`src/rtl/core/mqbe_pkg.sv`:
```
// Shared constants and types for the median quantisation bit extractor.
package mqbe_pkg;

   localparam int STRENGTH_BITS = 16;
   localparam int STRENGTH_FRAC = 12;
   localparam logic [STRENGTH_BITS-1:0] STRENGTH_RESET = 16'd205;

   localparam int STATUS_BITS = 2;
   localparam logic [STATUS_BITS-1:0] STATUS_OK   = 2'd0;
   localparam logic [STATUS_BITS-1:0] STATUS_STEP = 2'd1;
   localparam logic [STATUS_BITS-1:0] STATUS_OVF  = 2'd2;

   localparam int QPTR_BITS   = 3;
   localparam int QCNT_BITS   = QPTR_BITS + 1;
   localparam int QUEUE_DEPTH = 1 << QPTR_BITS;

   localparam int CSR_ADDR_BITS = 3;
   localparam int CSR_DATA_BITS = 32;
   localparam logic REG_STRENGTH = 1'b0;

   localparam int FRONT_STAGES = 5;

   typedef struct packed {
      logic not_empty;
      logic has_credit;
   } qstat_type;

endpackage

```
`src/rtl/core/mqbe_front.sv`:
```
// Front end: sorts the window, classifies the step and forms numerator and denominator.
module mqbe_front
   import mqbe_pkg::*;
#(
   parameter int COEF_BITS = 24
) (
   input  logic                                      clock,
   input  logic                                      reset,
   input  logic                                      in_valid,
   input  logic signed [COEF_BITS-1:0]               coef_a,
   input  logic signed [COEF_BITS-1:0]               coef_b,
   input  logic signed [COEF_BITS-1:0]               coef_c,
   input  logic [STRENGTH_BITS-1:0]                  strength,
   output logic                                      push,
   output logic [2*(COEF_BITS+17)+STATUS_BITS-1:0]   entry
);

   localparam int NUM_W = COEF_BITS + 17;
   localparam int SE_W  = STRENGTH_BITS + COEF_BITS;

   logic [FRONT_STAGES-1:0] vld_ff, vld_in;

   logic signed [COEF_BITS-1:0] lo_ff, mid_ff, hi_ff;
   logic signed [COEF_BITS-1:0] lo_in, mid_in, hi_in;

   logic [COEF_BITS-1:0] abs_lo_ff, abs_hi_ff, d1_ff;
   logic [COEF_BITS-1:0] abs_lo_in, abs_hi_in, d1_in;

   logic [COEF_BITS-1:0] emag_ff, d2_ff, emag_in;
   logic                 bad2_ff, bad2_in;

   logic [SE_W-1:0]      se_ff, se_in;
   logic [COEF_BITS-1:0] d3_ff;
   logic                 bad3_ff;

   logic [NUM_W-1:0]       num_ff, den_ff, num_in, den_in;
   logic [STATUS_BITS-1:0] st_ff, st_in;

   logic [COEF_BITS:0] e_diff;

   always_comb begin
      logic signed [COEF_BITS-1:0] t_lo, t_mid, t_hi, t;
      t_lo  = coef_a;
      t_mid = coef_b;
      t_hi  = coef_c;
      t     = t_lo;
      if (t_lo > t_mid) begin
         t     = t_lo;
         t_lo  = t_mid;
         t_mid = t;
      end
      if (t_mid > t_hi) begin
         t     = t_mid;
         t_mid = t_hi;
         t_hi  = t;
      end
      if (t_lo > t_mid) begin
         t     = t_lo;
         t_lo  = t_mid;
         t_mid = t;
      end
      lo_in  = t_lo;
      mid_in = t_mid;
      hi_in  = t_hi;
   end

   assign abs_lo_in = lo_ff[COEF_BITS-1] ? (~lo_ff + 1'b1) : lo_ff;
   assign abs_hi_in = hi_ff[COEF_BITS-1] ? (~hi_ff + 1'b1) : hi_ff;
   assign d1_in     = mid_ff - lo_ff;

   assign e_diff  = {1'b0, abs_hi_ff} - {1'b0, abs_lo_ff};
   assign emag_in = e_diff[COEF_BITS-1:0];
   assign bad2_in = e_diff[COEF_BITS] || (e_diff == '0) || (strength == '0);

   assign se_in = strength * emag_ff;

   assign num_in = (NUM_W'(d3_ff) << (STRENGTH_FRAC + 2)) + NUM_W'(se_ff);
   assign den_in = NUM_W'(se_ff) << 1;
   assign st_in  = bad3_ff ? STATUS_STEP : STATUS_OK;

   assign vld_in = {vld_ff[FRONT_STAGES-2:0], in_valid};

   always_ff @(posedge clock) begin
      if (reset) begin
         vld_ff <= '0;
      end else begin
         vld_ff <= vld_in;
      end
   end

   always_ff @(posedge clock) begin
      lo_ff     <= lo_in;
      mid_ff    <= mid_in;
      hi_ff     <= hi_in;
      abs_lo_ff <= abs_lo_in;
      abs_hi_ff <= abs_hi_in;
      d1_ff     <= d1_in;
      emag_ff   <= emag_in;
      bad2_ff   <= bad2_in;
      d2_ff     <= d1_ff;
      se_ff     <= se_in;
      bad3_ff   <= bad2_ff;
      d3_ff     <= d2_ff;
      num_ff    <= num_in;
      den_ff    <= den_in;
      st_ff     <= st_in;
   end

   assign push  = vld_ff[FRONT_STAGES-1];
   assign entry = {st_ff, den_ff, num_ff};

endmodule

```
`config.mk`:
```
export PLATFORM = sky130hd
export DESIGN_NAME = mqbe_front
export DESIGN_NICKNAME = d
export VERILOG_FILES = /design/src/rtl/core/mqbe_pkg.sv /design/src/rtl/core/mqbe_front.sv
export SDC_FILE = /design/constraint.sdc
export NUM_CORES = 2
export LEC_CHECK = 0
export BUFFER_PORTS_ARGS = -buffer_cell sky130_fd_sc_hd__buf_4
export CAP_MARGIN = 20
export CORE_ASPECT_RATIO = 1.75
export CORE_MARGIN = 10
export CORE_UTILIZATION = 55
export DETAILED_ROUTE_END_ITERATION = 10
export PLACE_DENSITY = 0.73
export SYNTH_ARGS = -nofsm -noshare
export SYNTH_HDL_FRONTEND = slang
export SYNTH_SLANG_ARGS = --single-unit
export TNS_END_PERCENT = 10
```
`constraint.sdc`:
```
create_clock -name clock -period 8.4 [get_ports clock]
set_input_delay 0.84 -clock clock [delete_from_list [all_inputs] [get_ports clock]]
set_output_delay 0.84 -clock clock [all_outputs]
set_load 0.05 [all_outputs]
```
==> results.tsv <==
stage	metric	value	unit
logic_synthesis	#FFs+latches synth	331	
detailed_routing	DR pass1 iterations	7	
setup_path	CP delay by family, top	simple AND/OR/NAND/NOR gates	
min_path	Min-Delay Path Class	reg2reg	
finish	Filler Cell Count	4369	
sta	Tmin final	7.978	ns
floorplan	I/O Pins	176	
finish	fin nets	3978	
run_status	status	complete, no violations	
logic_synthesis	commonest cells in the netlist	inv_1 (464), nand2_1 (348), dfxtp_1 (331), fa_1 (309), ha_1 (257)	
setup_path	type of origin of the critical path	primary input	
sta	setup TNS	0	ns
logic_synthesis	Mapped Cells	3100	
finish	final core utilization	0.6288	
logic_synthesis	syn_area_per_cell	9.199	µm²
sta	relative slew slack	0.2265	
detailed_routing	# DRC	0	
floorplan	Die W	192.1	µm
detailed_routing	DR WL/cell	24.39	µm
setup_path	FF-to-FF setup slack	1.46	ns
finish	max FFs per register	41	
setup_path	reg2reg end	se_ff[39]	
clock_tree	clock buffer depth	3	
finish	Largest Register	num_ff	
sta	Peak Freq	125.3	MHz
floorplan	area of the die	0.06172	mm²
setup_path	Worst path max stage delay	0.85	ns
sta	Final Hold Viols	0	
clock_tree	CTS sink cnt	331	
sta	clk_skew	0.06654	ns
clock_tree	H-tree depth	1	
sta	RSZ-0062 raised after global routing	false	
sta	setup slack after layout	0.4221	ns
min_path	Hold Crit Endpoint	num_ff[13]	
logic_synthesis	number of synthesized flops with an enable pin	0	
placement	pre-CTS setup slack	-0.1734	ns
global_routing	GRT Total Usage	0.3201	
sta	Tcrit/Tclk final	0.9498	
floorplan	Core Rows	110	
clock_tree	post-cts gate resize count	0	
detailed_routing	post-route ant nets	0	
global_routing	GRT Residual Overflow	0	
clock_tree	postcts setup bufs	0	
setup_path	critical setup path kind	in2reg	
clock_tree	Clk pin slew, worst setup/hold paths	0.09	ns
placement	Port-buffer cells	173	
run	Max-cap violations	0	
logic_synthesis	post-synthesis cell type count	85	
logic_synthesis	yosys warns	0	
clock_tree	cts bufs inserted	30	
logic_synthesis	async set or reset register ratio after synthesis	0	
setup_path	cell mode on critical path	buf_4	
placement	DP Wirelength	80370	µm
detailed_routing	DRT iter0 DRCs	1367	
detailed_routing	Vias	23530	
min_path	Hold Startpoint	se_ff[13]	
logic_synthesis	count leader, synth	inv_1	
clock_tree	insertion delay to the later sink of the worst-skew pair	0.65	ns
global_routing	number of global-route vias before repair	25400	
clock_tree	CTS tree	yes	
logic_synthesis	ys flop type	dfxtp_1	
sta	measured slew at the worst slew-check pin	1.160	ns
logic_synthesis	share of the synthesized area in the top cell type	0.2324	
floorplan	core area	0.05134	mm²
setup_path	Worst R2R Path Depth	19	
sta	max-slew violations	0	
clock_tree	hold buffer count at CTS	0	
setup_path	Critical Path AT	8.52	ns
floorplan	Initial Util	0.5555	
global_routing	largest net degree at the start of global routing	45	
global_routing	initial antenna violation count	5	
global_routing	global-route wire length before repair	148000	µm
setup_path	Worst setup EP type	flop	
detailed_routing	number of vias per cell	5.855	
setup_path	worst endpoint required time	8.94	ns
setup_path	slowest stage cell, crit path	o41ai_4	
setup_path	reg2reg start	emag_ff[18]	
detailed_routing	drt total wl	97990	µm
min_path	Worst Hold Path Cells	0	
finish	post-route cell area	0.03228	mm²
logic_synthesis	sequential area share after synthesis	0.2324	
logic_synthesis	main area contributors after synthesis	dfxtp_1 (23%), fa_1 (22%), ha_1 (11%)	
sta	endpoints failing setup	0	
finish	top flop regs	num_ff x41, se_ff x40, den_ff x26	
finish	share of cells above drive strength 1	0.1277	
clock_tree	Root Driver	clkbuf_16	
placement	RePlAce Congestion	1.072	
setup_path	critical path buffer and inverter count	6	
finish	Area growth syn-to-layout	13.20	%
logic_synthesis	Mapped Area	0.02852	mm²
setup_path	Worst Path Max Fanout	19	
placement	Post-Place Cell Area	0.03120	mm²
logic_synthesis	Synth area leader	dfxtp_1	
floorplan	Die H	321.2	µm
worst register-to-register path, stage by stage, from the launching register on:
cell and delay, ns:
dfxtp_1 0.85, nand2_1 0.20, fa_1 0.57, inv_1 0.05, fa_1 0.54, inv_1 0.06
fa_1 0.51, fa_1 0.51, fa_1 0.50, inv_1 0.05, fa_1 0.60, ha_1 0.48
nand4_1 0.20, a2111oi_0 0.35, o211ai_1 0.18, a31oi_1 0.40, nor4_1 0.15, o31ai_1 0.29
a21oi_1 0.12, xnor2_1 0.26
cells by family after synthesis:
logic type | share of synthesized area
buf+inv | 0.08367
mux | 0.03506
xor+xnor | 0.03686
compound gates | 0.1316
other cells | 0.0001315
flops | 0.2324
fa+ha+maj | 0.3297
simple gates | 0.1506
routing by layer:
layer  track usage  vias up  share of wire
met1        0.2720    11340           0.29
li1              -    10660              -
met2        0.5906     1066           0.53
met3       0.05462      455          0.058
met4        0.3292        4           0.12
met5             0        -        0.00024
worst max path at each step:
stage	from	to	slack [ns]	depth (start not counted)
6_report	coef_b[23]	mid_ff[7]	0.42	28
5_1_grt	coef_b[23]	mid_ff[9]	0.24	31
4_1_cts	coef_b[23]	mid_ff[7]	0.48	31
3_5_place_dp	coef_b[23]	mid_ff[7]	-0.17	29
3_3_place_gp	coef_b[23]	mid_ff[23]	-0.04	31
2_1_floorplan	coef_b[23]	lo_ff[10]	1.20	30
stage by stage:
stage / instances / hold slack, ns
floorplan: 3101 / 0.3096
global placement: 3959 / 0.3107
detailed placement: 3959 / 0.3121
CTS: 4014 / 0.3168
global route: 4018 / 0.3239
finish: 4018 / 0.3160
cell usage in the layout (no fill, tap or decap), types with 12 or more instances in the layout:
master,instances
nand2b_1,21
nand4_1,29
nor3_1,40
nor2b_1,25
nor4_1,14
a21o_1,38
o31ai_1,20
inv_1,464
o41ai_4,18
mux2_1,15
o21bai_1,12
fa_1,309
xor2_1,28
and3_1,33
nand3_1,52
a21oi_1,138
a211oi_1,25
nand2_1,348
o21a_1,25
o21ai_0,85
ha_1,257
dfxtp_1,331
and2_1,141
xnor2_1,92
buf_4,319
nor2_1,106
clkbuf_16,30
mux2i_1,74
or3_1,36
o211ai_1,39
layout make-up:
type                    count  area (µm²)  share of cell area
diodes                      2       5.005           0.0001550
inverters                 465        1745             0.05407
clock buffers              39       864.6             0.02678
multi-input cells        2170       19530              0.6050
clock inverters            16       193.9            0.006008
well taps                 672       840.8             0.02605
repair buffers            323        2475             0.07666
flip-flops and latches    331        6626              0.2053
Power is left out: the tool's default activity adds up to more than one toggle a clock period on the data nets, which glitch-free logic cannot reach.
