$ cat src/rtl/core/mqbe_pkg.sv
// Shared constants and types for the median quantisation bit extractor.
package mqbe_pkg;

   localparam int STRENGTH_BITS = 16;
   localparam int STRENGTH_FRAC = 12;
   localparam logic [STRENGTH_BITS-1:0] STRENGTH_RESET = 16'd205;

   localparam int STATUS_BITS = 2;
   localparam logic [STATUS_BITS-1:0] STATUS_OK   = 2'd0;
   localparam logic [STATUS_BITS-1:0] STATUS_STEP = 2'd1;
   localparam logic [STATUS_BITS-1:0] STATUS_OVF  = 2'd2;

   localparam int QPTR_BITS   = 3;
   localparam int QCNT_BITS   = QPTR_BITS + 1;
   localparam int QUEUE_DEPTH = 1 << QPTR_BITS;

   localparam int CSR_ADDR_BITS = 3;
   localparam int CSR_DATA_BITS = 32;
   localparam logic REG_STRENGTH = 1'b0;

   localparam int FRONT_STAGES = 5;

   typedef struct packed {
      logic not_empty;
      logic has_credit;
   } qstat_type;

endpackage

$ cat src/rtl/core/mqbe_queue.sv
// Short queue between front and back, with credits reserved at input acceptance.
module mqbe_queue
   import mqbe_pkg::*;
#(
   parameter int WIDTH = 84
) (
   input  logic             clock,
   input  logic             reset,
   input  logic             reserve,
   input  logic             push,
   input  logic [WIDTH-1:0] push_data,
   input  logic             pop,
   output logic [WIDTH-1:0] head_data,
   output qstat_type        qstat
);

   logic [WIDTH-1:0]     slot_ff [QUEUE_DEPTH];
   logic [QPTR_BITS-1:0] wr_ptr_ff, wr_ptr_in, rd_ptr_ff, rd_ptr_in;
   logic [QCNT_BITS-1:0] count_ff, count_in, credit_ff, credit_in;

   assign wr_ptr_in = push ? wr_ptr_ff + 1'b1 : wr_ptr_ff;
   assign rd_ptr_in = pop ? rd_ptr_ff + 1'b1 : rd_ptr_ff;

   always_comb begin
      count_in = count_ff;
      case ({push, pop})
         2'b10:   count_in = count_ff + 1'b1;
         2'b01:   count_in = count_ff - 1'b1;
         default: count_in = count_ff;
      endcase
      credit_in = credit_ff;
      case ({reserve, pop})
         2'b10:   credit_in = credit_ff + 1'b1;
         2'b01:   credit_in = credit_ff - 1'b1;
         default: credit_in = credit_ff;
      endcase
   end

   always_ff @(posedge clock) begin
      if (reset) begin
         wr_ptr_ff <= '0;
         rd_ptr_ff <= '0;
         count_ff  <= '0;
         credit_ff <= '0;
      end else begin
         wr_ptr_ff <= wr_ptr_in;
         rd_ptr_ff <= rd_ptr_in;
         count_ff  <= count_in;
         credit_ff <= credit_in;
      end
   end

   always_ff @(posedge clock) begin
      if (push) begin
         slot_ff[wr_ptr_ff] <= push_data;
      end
   end

   assign head_data        = slot_ff[rd_ptr_ff];
   assign qstat.not_empty  = (count_ff != '0);
   assign qstat.has_credit = (credit_ff != QCNT_BITS'(QUEUE_DEPTH));

endmodule

$ cat config.mk
export PLATFORM = sky130hd
export DESIGN_NAME = mqbe_queue
export DESIGN_NICKNAME = d
export VERILOG_FILES = /design/src/rtl/core/mqbe_pkg.sv /design/src/rtl/core/mqbe_queue.sv
export SDC_FILE = /design/constraint.sdc
export NUM_CORES = 1
export LEC_CHECK = 0
export ABC_AREA = 1
export ABC_CLOCK_PERIOD_IN_PS = 7200
export BUFFER_PORTS_ARGS = -buffer_cell sky130_fd_sc_hd__clkbuf_2
export CORE_MARGIN = 2
export CORE_UTILIZATION = 40
export CTS_BUF_LIST = sky130_fd_sc_hd__clkbuf_4 sky130_fd_sc_hd__clkbuf_8
export CTS_CLUSTER_DIAMETER = 40
export CTS_CLUSTER_SIZE = 24
export DETAILED_ROUTE_END_ITERATION = 6
export GPL_TIMING_DRIVEN = 0
export SETUP_SLACK_MARGIN = 0.05
export SLEW_MARGIN = 20
export SYNTH_ARGS = -nofsm -noshare
export SYNTH_HDL_FRONTEND = slang
export SYNTH_SLANG_ARGS = --single-unit
$ cat constraint.sdc
create_clock -name clock -period 7.2 [get_ports clock]
set_clock_uncertainty 0.1 [all_clocks]
set_input_delay 1.44 -clock clock [delete_from_list [all_inputs] [get_ports clock]]
set_output_delay 1.44 -clock clock [all_outputs]
set_load 0.03 [all_outputs]
==> flow_results.org <==
** Floorplan
- The floorplan has 95 rows.
- The core region is ~0.067 mm2.
- Total die area :: about 0.07 mm2
- The die is 264 um tall.
- In this run the horizontal extent of the chip is 264 um.
- Number of ports placed on the die boundary :: roughly 180
- For this configuration, the core starts out at a cell density of 0.403.

** Logic synthesis
- Each instance of the synthesized netlist takes up on average between 10 and 15 um2.
- Post-synth top area cell :: edfxtp_1
- The share of synthesized area in the top cell type comes to 0.748.
- In the synthesized netlist, the cells that appear most often are edfxtp_1 (672), nor2_1 (354), nand2_1 (273).
- After synthesis the cells add up to around 0.027 mm2.
- After synthesis, the share of flip-flops with an asynchronous set or reset is 0.
- Yosys attributes the largest share of cell area to edfxtp_1 (75%), nor2_1 (4.9%), o21ai_0 (3.8%).
- The number of different library cells used by synthesis comes to 23.
- During synthesis, Yosys emitted a total of 0 warnings.
- In this run, synthesis inferred 672 flip-flops with an integrated enable.
- Number of flip-flops and latches in the synthesized netlist :: between 600 and 700
- Sequential-to-total area share from yosys stat :: 0.761
- The most used flip-flop cell after synthesis is edfxtp_1.
- The number of nets handed over by synthesis was ~2100.
- Syn Inst Count :: approximately 2000
- By instance count, the leading cell after synthesis is edfxtp_1.

** Worst setup path
- The setup path with the least slack is of type register to primary output.
- Counting cells, the worst reg-to-reg path comes to 4.
- Instance count on the critical path :: 9
- Crit path buffers/inverters :: 5
- The critical path ends at head_data[65].
- Traced cell by cell, the critical path runs through inv_2 > buf_2 > buf_4 > buf_4 > nor2_1 > o21ai_1 > nand2_1 > nand2_1 > clkbuf_2.
- Crit path launch type :: register
- For this run, the slowest stage of the critical path takes approximately 0.45 ns.
- Origin of the critical flop-to-flop path :: wr_ptr_ff[0]
- For the worst setup path, the data required time is ~5.7 ns.
- Crit path capture type :: primary output
- The slowest stage of the critical path is the buf_2 cell.
- Worst-path maximum fanout :: 11
- Register-to-Register Setup Slack :: ~5 ns
- At the worst endpoint, the arrival time is slightly above 3 ns.
- Endpoint of the worst register-to-register path :: slot_ff[0][71]
- Cell class contributing the biggest share of worst-path delay :: buffers and inverters

** Finish
- At the end of the flow the core is filled with cells to 0.474.
- In the final layout, the multi-input gates occupy roughly 0.0058 mm2.
- Relative to the synthesized area, the layout overhead comes to 17.6%.
- Combined flip-flop and latch cell area :: about 0.021 mm2
- The finished cells cover about 0.032 mm2.
- Net total in the final layout :: 2406
- Filler cells :: 5864
- Fraction of layout instances using a drive strength above 1 :: 0.179

** STA
- Setup repair after global routing missed its margin :: no
- Worst Max-Slew Pin Slew :: ~0.9 ns
- The number of pins exceeding their max-slew limit in the final report came to 0.
- Final period utilization :: 0.641
- Max Clock Freq :: between 200 and 250 MHz
- The number of hold violations in the final report came to 0.
- Final setup violation count :: 0
- Worst slew slack as a fraction of its limit :: 0.414
- Final min period :: roughly 4.6 ns

** Clock tree
- The later pin in the worst-skew pair is clocked with a latency of just under 0.7 ns.
- After clock tree synthesis, the setup repair step added 0 buffers.
- The clock tree synthesis step divided the H-tree into 3 levels.
- TritonCTS clock tree :: done
- Number of buffers between clock root and the deepest sink :: 3
- Clock sink count :: between 600 and 700
- In this run, post-CTS hold repair placed 0 buffers.
- Once the clock tree was built, the resizer swapped 0 gates to a different size.
- Clock root buffer :: clkbuf_8
- TritonCTS buffer count :: 89
- After clock tree synthesis, the clock-pin slew on the worst setup and hold paths is ~0.080 ns.

** Route
- Routed wire length :: roughly 70 mm
- For this run, design rule violations remaining after detail routing come to 0.
- Detailed Route Iter0 Violations :: 1797
- Routed via count :: between 15000 and 20000
- Dividing the detail-routed wire length by the instance count gives between 20 and 25 um.
- Per-cell via count in the routed design :: about 5.3
- Total iterations of the first detailed-routing run :: 7
- The detail route stage leaves a number of antenna-violating nets equal to 0.

** Pwr
- Clk pwr share :: 0.355
- Max VDD drop :: between 100 and 150 uV
- The share of total power dissipated in combinational logic is 0.124.
- The analysis attributes to net switching a power of 2.38 mW.
- For this design the static power due to leakage is 11.0 nW.
- Part of the total power dissipated in sequential elements :: 0.520
- Cell Int Power :: 6.30 mW
- Switching portion of total power :: 0.274
- Power density normalized to cell area :: 274 mW/mm2

** Placed design
- The wire-length estimate of the detail-placed layout is 46.0 mm.
- In this run the cell area measured after placement is roughly 0.030 mm2.
- At the end of routability-driven placement, the weighted congestion stood at roughly 0.76.
- Port buffering added between 150 and 200 buffers.

** Job
- Max-cap violations in this run came to 0.

** Outcome
- The run finished with clean final reports.

** GRT
- Antenna violations before repair :: 9
- The number of global-route vias before repair came to ~17000.
- Largest net degree at the start of global routing :: 24
- Overall Global Routing Usage :: 0.199
- The first global-routing pass estimated roughly 100 mm of wire.
- Grt ovf :: 0

** Min path
- Hold WC Path Type :: register to register
## through the flow
step,setup TNS [ns],total power [mW],hold WS (ns),setup WS [ns],cells
6_report,0,8.68,0.406,2.59,3259
5_1_grt,0,9.00,0.443,2.46,3256
4_1_cts,0,8.75,0.407,2.52,3256
3_5_place_dp,0,5.69,0.393,3.29,3091
3_3_place_gp,-1257.06,5.66,0.382,-2.20,3058
2_1_floorplan,0,5.26,0.359,1.23,2011
## power by group through the flow
stage | Sequential, mW | Clock (mW) | Combinational [mW]
2_1_floorplan | 4.61 | 0 | 0.650
5_1_grt | 4.52 | 3.30 | 1.18
3_3_place_gp | 4.63 | 0 | 1.03
3_5_place_dp | 4.61 | 0 | 1.09
6_report | 4.52 | 3.08 | 1.08
4_1_cts | 4.52 | 3.14 | 1.09
## cell type report
| class | count | area share |
|---|---|---|
| Tap cell | 873 | 0.0344 |
| Buffer | 119 | 0.0200 |
| Antenna cell | 3 | 0.000237 |
| Timing Repair Buffer | 207 | 0.0518 |
| Clock inverter | 62 | 0.0188 |
| Inverter | 23 | 0.00272 |
| Sequential cell | 689 | 0.647 |
| Multi-Input combinational cell | 1180 | 0.183 |
| Clock buffer | 103 | 0.0423 |
## sequential cells by signal, indices dropped and copies added, names as in the netlist, named ones only
register,flops
rd_ptr_ff,3
wr_ptr_ff,3
slot_ff,672
count_ff,4
credit_ff,4
## cells by family (layout without fill, tap and decap cells)
logic type      after synthesis  count (layout)  share of synthesized area
other cells                   0               3                          0
buf+inv                     142             514                     0.0267
fa+ha+maj                     8               8                    0.00371
simple gates                637             637                     0.0893
xor+xnor                      5               5                    0.00162
mux                          84              84                     0.0312
compound gates              446             446                     0.0867
flops                       689             689                      0.761
## per-layer routing
metal,global-route usage,vias to the layer above,share of wire
li1,-,7935,-
met1,0.262,8428,0.41
met2,0.332,631,0.49
met3,0.0480,123,0.082
met4,0.0542,16,0.022
met5,0,-,0.0012
## layout by cell type (no fill, tap or decap), types with 11 or more instances in the layout
| master | Yosys | routed |
|---|---|---|
| clkinvlp_4 | 0 | 12 |
| nand2_1 | 273 | 273 |
| inv_6 | 0 | 13 |
| clkinv_4 | 0 | 15 |
| clkbuf_2 | 0 | 174 |
| clkbuf_8 | 0 | 91 |
| o21ai_0 | 207 | 207 |
| clkbuf_4 | 0 | 12 |
| buf_2 | 26 | 26 |
| buf_6 | 15 | 15 |
| nor2_1 | 354 | 346 |
| dfxtp_1 | 17 | 17 |
| o22ai_1 | 84 | 84 |
| a21oi_1 | 15 | 15 |
| clkbuf_1 | 62 | 62 |
| buf_4 | 11 | 11 |
| buf_12 | 0 | 18 |
| buf_16 | 0 | 15 |
| o21ai_1 | 140 | 140 |
| mux2i_1 | 84 | 84 |
| edfxtp_1 | 672 | 672 |
| inv_1 | 22 | 22 |
## worst min path at each step
stage | slack [ns] | to | cells past startpoint | from
after detailed placement | 0.39 | credit_ff[0] | 1 | credit_ff[0]
after CTS | 0.41 | wr_ptr_ff[0] | 2 | wr_ptr_ff[0]
after global routing | 0.44 | wr_ptr_ff[0] | 2 | wr_ptr_ff[0]
after global placement | 0.38 | wr_ptr_ff[0] | 2 | wr_ptr_ff[0]
final | 0.41 | wr_ptr_ff[0] | 2 | wr_ptr_ff[0]
after floorplan | 0.36 | credit_ff[0] | 1 | credit_ff[0]
## worst min-delay path, stage by stage, from the launching register on
cell	delay, ns
dfxtp_1	0.34
nand2_1	0.07
a21oi_1	0.06
(Power assumes the default switching activity.)
